## src/hdl/tcpq_pkg.sv

```systemverilog
// Shared types and constants for the three-class priority queue.
package tcpq_pkg;

    localparam int CAPACITY  = 64;
    localparam int NCLASS    = 3;
    localparam int CLASS_MIN = 1;
    localparam int CLASS_MAX = 3;
    localparam int SLOT_W    = $clog2(CAPACITY);
    localparam int CNT_W     = $clog2(CAPACITY + 1);
    localparam int CLS_IDX_W = $clog2(NCLASS);

    typedef logic [SLOT_W-1:0]    slot_t;
    typedef logic [CNT_W-1:0]     cnt_t;
    typedef logic [CLS_IDX_W-1:0] cls_idx_t;

    typedef enum logic {
        MODE_REGISTER = 1'b0,
        MODE_DISPATCH = 1'b1
    } mode_t;

    typedef enum logic [2:0] {
        ST_QUEUED     = 3'd0,
        ST_DISPATCHED = 3'd1,
        ST_EMPTY      = 3'd2,
        ST_FULL       = 3'd3,
        ST_BADCLASS   = 3'd4
    } status_t;

    typedef enum logic {
        S_IDLE,
        S_EXEC
    } state_t;

    typedef struct packed {
        logic [15:0] id;
        logic [1:0]  cls;
        logic [15:0] weight;
    } entry_t;

    typedef struct packed {
        mode_t       mode;
        logic [15:0] item_id;
        logic [1:0]  item_class;
        logic [15:0] item_weight;
    } in_t;

    typedef struct packed {
        status_t     status;
        logic [15:0] out_id;
        logic [1:0]  out_class;
        logic [15:0] out_weight;
        logic [6:0]  fill_level;
    } out_t;

    typedef struct packed {
        logic   rd_en;
        slot_t  rd_addr;
        logic   ent_we;
        slot_t  ent_addr;
        entry_t ent_data;
        logic   lnk_we;
        slot_t  lnk_addr;
        slot_t  lnk_data;
    } mem_req_t;

    typedef struct packed {
        entry_t ent;
        slot_t  lnk;
    } mem_rsp_t;

endpackage

```

## src/hdl/three_class_priority_queue.sv

```systemverilog
// Three-class priority queue, first-in first-out within each class, top level.
// The transfer cycle issues the single read of the slot memories (free-chain link for a
// register item, head entry and link for a dispatch); the execute state, held while a
// result waits untaken, updates the class lists, writes back and loads the result
// register. No new item is taken until the execute state is done.
// A new item is accepted while the previous result still waits in the output register.
// The link memory needs no clearing pass after reset: a high-water mark of slots ever
// allocated stands in for the initial free chain, so items are taken right after reset.
module three_class_priority_queue (
    input  logic           aclk,
    input  logic           aresetn,
    input  logic           s_valid,
    output logic           s_ready,
    input  tcpq_pkg::in_t  s_data,
    output logic           m_valid,
    input  logic           m_ready,
    output tcpq_pkg::out_t m_data
);

    tcpq_pkg::mem_req_t mem_req;
    tcpq_pkg::mem_rsp_t mem_rsp;

    tcpq_ctrl u_ctrl (
        .aclk    (aclk),
        .aresetn (aresetn),
        .s_valid (s_valid),
        .s_ready (s_ready),
        .s_data  (s_data),
        .m_valid (m_valid),
        .m_ready (m_ready),
        .m_data  (m_data),
        .mem_req (mem_req),
        .mem_rsp (mem_rsp)
    );

    tcpq_store u_store (
        .aclk (aclk),
        .req  (mem_req),
        .rsp  (mem_rsp)
    );

endmodule

```

## src/hdl/tcpq_store.sv

```systemverilog
// Slot pool memories: entry store and link store, one shared registered read port.
module tcpq_store (
    input  logic               aclk,
    input  tcpq_pkg::mem_req_t req,
    output tcpq_pkg::mem_rsp_t rsp
);

    tcpq_pkg::entry_t ent_mem [tcpq_pkg::CAPACITY];
    tcpq_pkg::slot_t  lnk_mem [tcpq_pkg::CAPACITY];
    tcpq_pkg::entry_t ent_q_reg;
    tcpq_pkg::slot_t  lnk_q_reg;

    always_ff @(posedge aclk) begin
        if (req.ent_we) begin
            ent_mem[req.ent_addr] <= req.ent_data;
        end
        if (req.lnk_we) begin
            lnk_mem[req.lnk_addr] <= req.lnk_data;
        end
        if (req.rd_en) begin
            ent_q_reg <= ent_mem[req.rd_addr];
            lnk_q_reg <= lnk_mem[req.rd_addr];
        end
    end

    assign rsp.ent = ent_q_reg;
    assign rsp.lnk = lnk_q_reg;

endmodule

```

## src/hdl/tcpq_ctrl.sv

```systemverilog
// Queue control: class lists, free chain, sequencer and result register.
module tcpq_ctrl (
    input  logic               aclk,
    input  logic               aresetn,
    input  logic               s_valid,
    output logic               s_ready,
    input  tcpq_pkg::in_t      s_data,
    output logic               m_valid,
    input  logic               m_ready,
    output tcpq_pkg::out_t     m_data,
    output tcpq_pkg::mem_req_t mem_req,
    input  tcpq_pkg::mem_rsp_t mem_rsp
);

    tcpq_pkg::state_t   state_reg, state_next;
    tcpq_pkg::in_t      item_reg;
    tcpq_pkg::slot_t    rd_slot_reg;
    tcpq_pkg::slot_t    heads_reg  [tcpq_pkg::NCLASS];
    tcpq_pkg::slot_t    heads_next [tcpq_pkg::NCLASS];
    tcpq_pkg::slot_t    tails_reg  [tcpq_pkg::NCLASS];
    tcpq_pkg::slot_t    tails_next [tcpq_pkg::NCLASS];
    tcpq_pkg::cnt_t     counts_reg [tcpq_pkg::NCLASS];
    tcpq_pkg::cnt_t     counts_next[tcpq_pkg::NCLASS];
    tcpq_pkg::slot_t    free_head_reg, free_head_next;
    tcpq_pkg::cnt_t     total_reg, total_next;
    tcpq_pkg::cnt_t     hwm_reg, hwm_next;
    logic               m_valid_reg;
    tcpq_pkg::out_t     m_data_reg;
    tcpq_pkg::out_t     result;

    logic               accept;
    logic               exec_go;
    logic               found;
    tcpq_pkg::cls_idx_t pick;
    tcpq_pkg::cls_idx_t q_ins;
    logic               cls_ok;
    logic               full;
    tcpq_pkg::slot_t    fresh_next;
    tcpq_pkg::slot_t    lnk_val;

    // first nonempty class, smallest class value wins
    always_comb begin
        found = 1'b0;
        pick  = '0;
        for (int i = tcpq_pkg::NCLASS - 1; i >= 0; i--) begin
            if (counts_reg[i] != '0) begin
                found = 1'b1;
                pick  = tcpq_pkg::cls_idx_t'(i);
            end
        end
    end

    always_comb begin
        state_next = state_reg;
        unique case (state_reg)
            tcpq_pkg::S_IDLE: begin
                if (s_valid) begin
                    state_next = tcpq_pkg::S_EXEC;
                end
            end
            tcpq_pkg::S_EXEC: begin
                if (exec_go) begin
                    state_next = tcpq_pkg::S_IDLE;
                end
            end
            default: state_next = tcpq_pkg::S_IDLE;
        endcase
    end

    always_comb begin
        s_ready = (state_reg == tcpq_pkg::S_IDLE);
        exec_go = (state_reg == tcpq_pkg::S_EXEC) && (!m_valid_reg || m_ready);
    end

    assign accept = s_valid && s_ready;

    // slots at or above the high-water mark were never written: the next slot is their link
    assign fresh_next = (rd_slot_reg == tcpq_pkg::slot_t'(tcpq_pkg::CAPACITY - 1)) ?
                        '0 : rd_slot_reg + tcpq_pkg::slot_t'(1);
    assign lnk_val    = (tcpq_pkg::cnt_t'(rd_slot_reg) >= hwm_reg) ? fresh_next : mem_rsp.lnk;

    assign q_ins  = tcpq_pkg::cls_idx_t'(item_reg.item_class - 2'(tcpq_pkg::CLASS_MIN));
    assign cls_ok = (item_reg.item_class >= 2'(tcpq_pkg::CLASS_MIN)) &&
                    (item_reg.item_class <= 2'(tcpq_pkg::CLASS_MAX));
    assign full   = (total_reg >= tcpq_pkg::cnt_t'(tcpq_pkg::CAPACITY));

    always_comb begin
        heads_next     = heads_reg;
        tails_next     = tails_reg;
        counts_next    = counts_reg;
        free_head_next = free_head_reg;
        total_next     = total_reg;
        hwm_next       = hwm_reg;

        mem_req.rd_en    = accept;
        mem_req.rd_addr  = (s_data.mode == tcpq_pkg::MODE_DISPATCH) ? heads_reg[pick]
                                                                     : free_head_reg;
        mem_req.ent_we   = 1'b0;
        mem_req.ent_addr = free_head_reg;
        mem_req.ent_data.id     = item_reg.item_id;
        mem_req.ent_data.cls    = item_reg.item_class;
        mem_req.ent_data.weight = item_reg.item_weight;
        mem_req.lnk_we   = 1'b0;
        mem_req.lnk_addr = tails_reg[q_ins];
        mem_req.lnk_data = free_head_reg;

        result.status     = tcpq_pkg::ST_QUEUED;
        result.out_id     = '0;
        result.out_class  = '0;
        result.out_weight = '0;

        if (item_reg.mode == tcpq_pkg::MODE_REGISTER) begin
            if (!cls_ok) begin
                result.status = tcpq_pkg::ST_BADCLASS;
            end else if (full) begin
                result.status = tcpq_pkg::ST_FULL;
            end else begin
                result.status  = tcpq_pkg::ST_QUEUED;
                mem_req.ent_we = exec_go;
                free_head_next = lnk_val;
                if (counts_reg[q_ins] != '0) begin
                    mem_req.lnk_we = exec_go;
                end else begin
                    heads_next[q_ins] = free_head_reg;
                end
                tails_next[q_ins]  = free_head_reg;
                counts_next[q_ins] = counts_reg[q_ins] + tcpq_pkg::cnt_t'(1);
                total_next         = total_reg + tcpq_pkg::cnt_t'(1);
                if (tcpq_pkg::cnt_t'(free_head_reg) >= hwm_reg) begin
                    hwm_next = tcpq_pkg::cnt_t'(free_head_reg) + tcpq_pkg::cnt_t'(1);
                end
            end
        end else begin
            if (!found) begin
                result.status = tcpq_pkg::ST_EMPTY;
            end else begin
                result.status     = tcpq_pkg::ST_DISPATCHED;
                result.out_id     = mem_rsp.ent.id;
                result.out_class  = mem_rsp.ent.cls;
                result.out_weight = mem_rsp.ent.weight;
                heads_next[pick]  = lnk_val;
                counts_next[pick] = counts_reg[pick] - tcpq_pkg::cnt_t'(1);
                total_next        = total_reg - tcpq_pkg::cnt_t'(1);
                free_head_next    = rd_slot_reg;
                mem_req.lnk_we    = exec_go;
                mem_req.lnk_addr  = rd_slot_reg;
            end
        end

        result.fill_level = 7'(total_next);
    end

    always_ff @(posedge aclk) begin
        if (!aresetn) begin
            state_reg     <= tcpq_pkg::S_IDLE;
            heads_reg     <= '{default: '0};
            tails_reg     <= '{default: '0};
            counts_reg    <= '{default: '0};
            free_head_reg <= '0;
            total_reg     <= '0;
            hwm_reg       <= '0;
            m_valid_reg   <= 1'b0;
        end else begin
            state_reg <= state_next;
            if (exec_go) begin
                heads_reg     <= heads_next;
                tails_reg     <= tails_next;
                counts_reg    <= counts_next;
                free_head_reg <= free_head_next;
                total_reg     <= total_next;
                hwm_reg       <= hwm_next;
                m_valid_reg   <= 1'b1;
            end else if (m_ready) begin
                m_valid_reg <= 1'b0;
            end
        end
    end

    always_ff @(posedge aclk) begin
        if (accept) begin
            item_reg    <= s_data;
            rd_slot_reg <= mem_req.rd_addr;
        end
        if (exec_go) begin
            m_data_reg <= result;
        end
    end

    assign m_valid = m_valid_reg;
    assign m_data  = m_data_reg;

endmodule

```

## config.mk

```make
export PLATFORM = sky130hd
export DESIGN_NAME = three_class_priority_queue
export DESIGN_NICKNAME = d
export VERILOG_FILES = /design/src/hdl/tcpq_pkg.sv /design/src/hdl/three_class_priority_queue.sv /design/src/hdl/tcpq_store.sv /design/src/hdl/tcpq_ctrl.sv
export SDC_FILE = /design/constraint.sdc
export NUM_CORES = 2
export LEC_CHECK = 0
export BUFFER_PORTS_ARGS = -buffer_cell sky130_fd_sc_hd__buf_2
export CAP_MARGIN = 40
export CORE_MARGIN = 2
export CORE_UTILIZATION = 33
export DETAILED_ROUTE_END_ITERATION = 10
export PLACE_DENSITY = 0.5
export SYNTH_ARGS = -nofsm -noshare
export SYNTH_HDL_FRONTEND = slang
export SYNTH_SLANG_ARGS = --single-unit
```

## constraint.sdc

```tcl
create_clock -name aclk -period 8.8 [get_ports aclk]
set_input_delay 2.2 -clock aclk [delete_from_list [all_inputs] [get_ports aclk]]
set_output_delay 2.2 -clock aclk [all_outputs]
set_load 0.05 [all_outputs]
```

==> flow_metrics.py <==
metrics = {
    "status": {
        "outcome": "finished, final reports clean",
    },
    "placed_design": {
        "hpwlAfterDp_um": 318000,
        "finalWeightedCongestion": 0.864,
        "placedCellCount": 14787,
        "port_buffers": 84,
        "placed_area_mm2": 0.137,
    },
    "routing": {
        "final_antenna_net_count": 0,
        "drc": 0,
        "firstDrtPassIters": 6,
        "drtIter0Drc": 14364,
        "vias": 96473,
        "wl_per_cell_um": 35.5,
        "vias_per_cell": 6.28,
        "wl_um": 545000,
    },
    "timing": {
        "hold_viol": 0,
        "tns_ns": 0,
        "finalMaxSlewViolations": 0,
        "tightest_slew_ns": 1.05,
        "skew_ns": 0.0524,
        "post-route-min-period_ns": 6.27,
        "whs_ns": 0.473,
        "post-route-period-util": 0.713,
        "setup_viol": 0,
        "relSlewSlack": 0.298,
        "rsz0062_at_grt": "false",
        "fmax_mhz": 159,
    },
    "clock_tree": {
        "cts-buffers-inserted": 311,
        "cts_tree": "done",
        "clockRootBuffer": "clkbuf_16",
        "clockBufferDepth": 4,
        "htreeDepth": 5,
        "cts.sinks": 2764,
        "cts_setup_buffers": 0,
        "clock_latency_ns": 0.95,
        "clk_pin_slew_ns": 0.06,
        "cts-resized-gates": 0,
        "hold_buffers": 0,
    },
    "synth": {
        "avgSynthCellArea_um2": 13.0,
        "yosys-top-cells-area": "edfxtp_1, mux2i_1, mux2_2, nand2_1, a21oi_1",
        "synth_most_common_cell": "edfxtp_1",
        "yosysTopAreaCell": "edfxtp_1",
        "synth.cell_area_mm2": 0.129,
        "seq_area_frac_synth": 0.639,
        "ys_ff_latch": 2764,
        "synthArstFlopShare": 0,
        "synth_edf_count": 2685,
        "ys_warn_count": 0,
        "synth_top_area_frac": 0.627,
        "synth_cell_types": 94,
        "synth_ff_type": "edfxtp_1",
        "syn_inst": 9907,
        "synth_common_cells": "edfxtp_1, nand2_1, mux2i_1, a21oi_1, nand3_1",
        "synthesis.nets": 9969,
    },
    "cells_and_area": {
        "fillCellCount": 36662,
        "stdcell_count": 15363,
        "register_area_mm2": 0.0822,
        "largest_register_ffs": 2176,
        "drive_gt1_frac": 0.154,
        "area_growth_pct": 14.5,
        "fin_area_mm2": 0.147,
        "multi_input_area_mm2": 0.0435,
        "nNetsFinal": 9968,
    },
    "grt": {
        "grt_usage": 0.264,
        "grt_pass1_vias": 90124,
        "grt-ovfl-total": 0,
        "antenna_found_initial": 42,
        "grt_max_degree": 139,
        "grt_pass1_wl_um": 742000,
    },
    "worst_hold_path": {
        "worstHoldEndpoint": "u_ctrl.tails_reg[17]",
        "worstHoldPathType": "reg -> reg",
        "hp-start": "u_ctrl.tails_reg[17]",
        "whs_path_depth": 2,
    },
    "worst_setup_path": {
        "critPathSlowestCell": "o31ai_1",
        "crit_path_start": "s_data[34]",
        "r2r_end": "u_store.rsp[29]",
        "cp.required_ns": 9.45,
        "cp_cell_sequence": "buf_8 -> inv_6 -> a21oi_4 -> a21boi_4 -> inv_16 -> nand2_4 -> buf_4 -> nor3_1 -> nor4_1 -> o31ai_1 -> nand4_1",
        "crit_arrival_ns": 6.92,
        "critical_path_class": "in -> reg",
        "slowest_delay_ns": 0.81,
        "cp_num_buf_inv": 4,
        "startpoint_type": "input pin",
        "r2r_slack_ns": 2.73,
        "crit_path_max_fanout": 102,
        "r2r-start": "u_ctrl.counts_reg[9]",
        "ff2ff_path_depth": 12,
        "end_kind": "register",
        "critPathTopFamily": "buffers and inverters",
    },
    "job": {
        "drv_cap": 0,
    },
    "die": {
        "core-area_mm2": 0.389,
        "start_util": 0.331,
        "fp.dieH_um": 628,
        "dieArea_mm2": 0.395,
        "die_w_um": 628,
        "rows": 229,
        "io_pins": 85,
    },
    "pwr": {
        "powerDensity_mw_per_mm2": 209,
        "power.total_uw": 30800,
        "vdd_ir_drop_max_mv": 0.151,
        "leakage_uw": 0.0461,
    },
}
through the flow:
step,util,setup WS [ns]
after floorplan,-,1.49
after global placement,0.350,1.62
after detailed placement,0.353,1.79
after CTS,0.379,2.79
after global routing,0.379,2.52
final,0.379,2.53
per-layer routing:
metal	vias up	global-route usage	share of wire
met4	16	0.124	0.053
li1	39042	-	-
met1	49969	0.360	0.40
met2	6227	0.406	0.44
met3	1219	0.0518	0.11
met5	-	0	0.00021
report_power, final:
part	leakage, uW	internal [uW]	switching [uW]
clock	0.00479	7390	5550
sequential	0.0248	14600	101
combinational	0.0165	844	2330
total	0.0461	22800	7980
logic make-up (layout without fill, tap and decap cells):
| logic type | count (synthesis) | in the layout | share of synthesized area |
|---|---|---|---|
| AO/OA/AOI/OAI | 2481 | 2481 | 0.130 |
| AND/OR/NAND/NOR | 2348 | 2348 | 0.0831 |
| XOR/XNOR | 22 | 22 | 0.00150 |
| other | 0 | 14 | 0 |
| multiplexers | 1408 | 1408 | 0.115 |
| flip-flops | 2764 | 2764 | 0.639 |
| adder cells (fa/ha/maj) | 23 | 23 | 0.00224 |
| buffers and inverters | 861 | 1106 | 0.0285 |
worst max-delay path by stage:
stage	end	slack [ns]	cells after the start
floorplan	u_store.ent_mem[31][0]	1.49	8
global placement	u_store.rsp[29]	1.62	12
detailed placement	u_store.rsp[29]	1.79	11
CTS	u_store.rsp[29]	2.79	11
global route	u_store.rsp[29]	2.52	11
finish	u_store.rsp[29]	2.53	11
worst min-delay path: stages, from the launching register on:
cell      delay [ns]
dfxtp_1         0.31
nand2_1         0.05
a21boi_0        0.06
cells in the final DEF (no fill, tap or decap), types with 184 or more instances in the layout:
cell and n:
a31oi_1 184, clkbuf_16 323, nor2_1 244, nand3_1 466, a21oi_1 502, nand2_1 1066, edfxtp_1 2685, o22ai_1 224
mux2_2 433, mux2i_1 960, buf_4 328, o21ai_0 420
cell type report:
class	count	area share
Antenna cell	14	0.000238
Clock buffer	383	0.0565
Clock inverter	176	0.0104
Inverter	25	0.000952
Multi-Input combinational cell	6282	0.295
Sequential cell	2764	0.558
Tap cell	5197	0.0442
Timing Repair Buffer	522	0.0342
No activity file was read; power rests on OpenSTA's default activity.
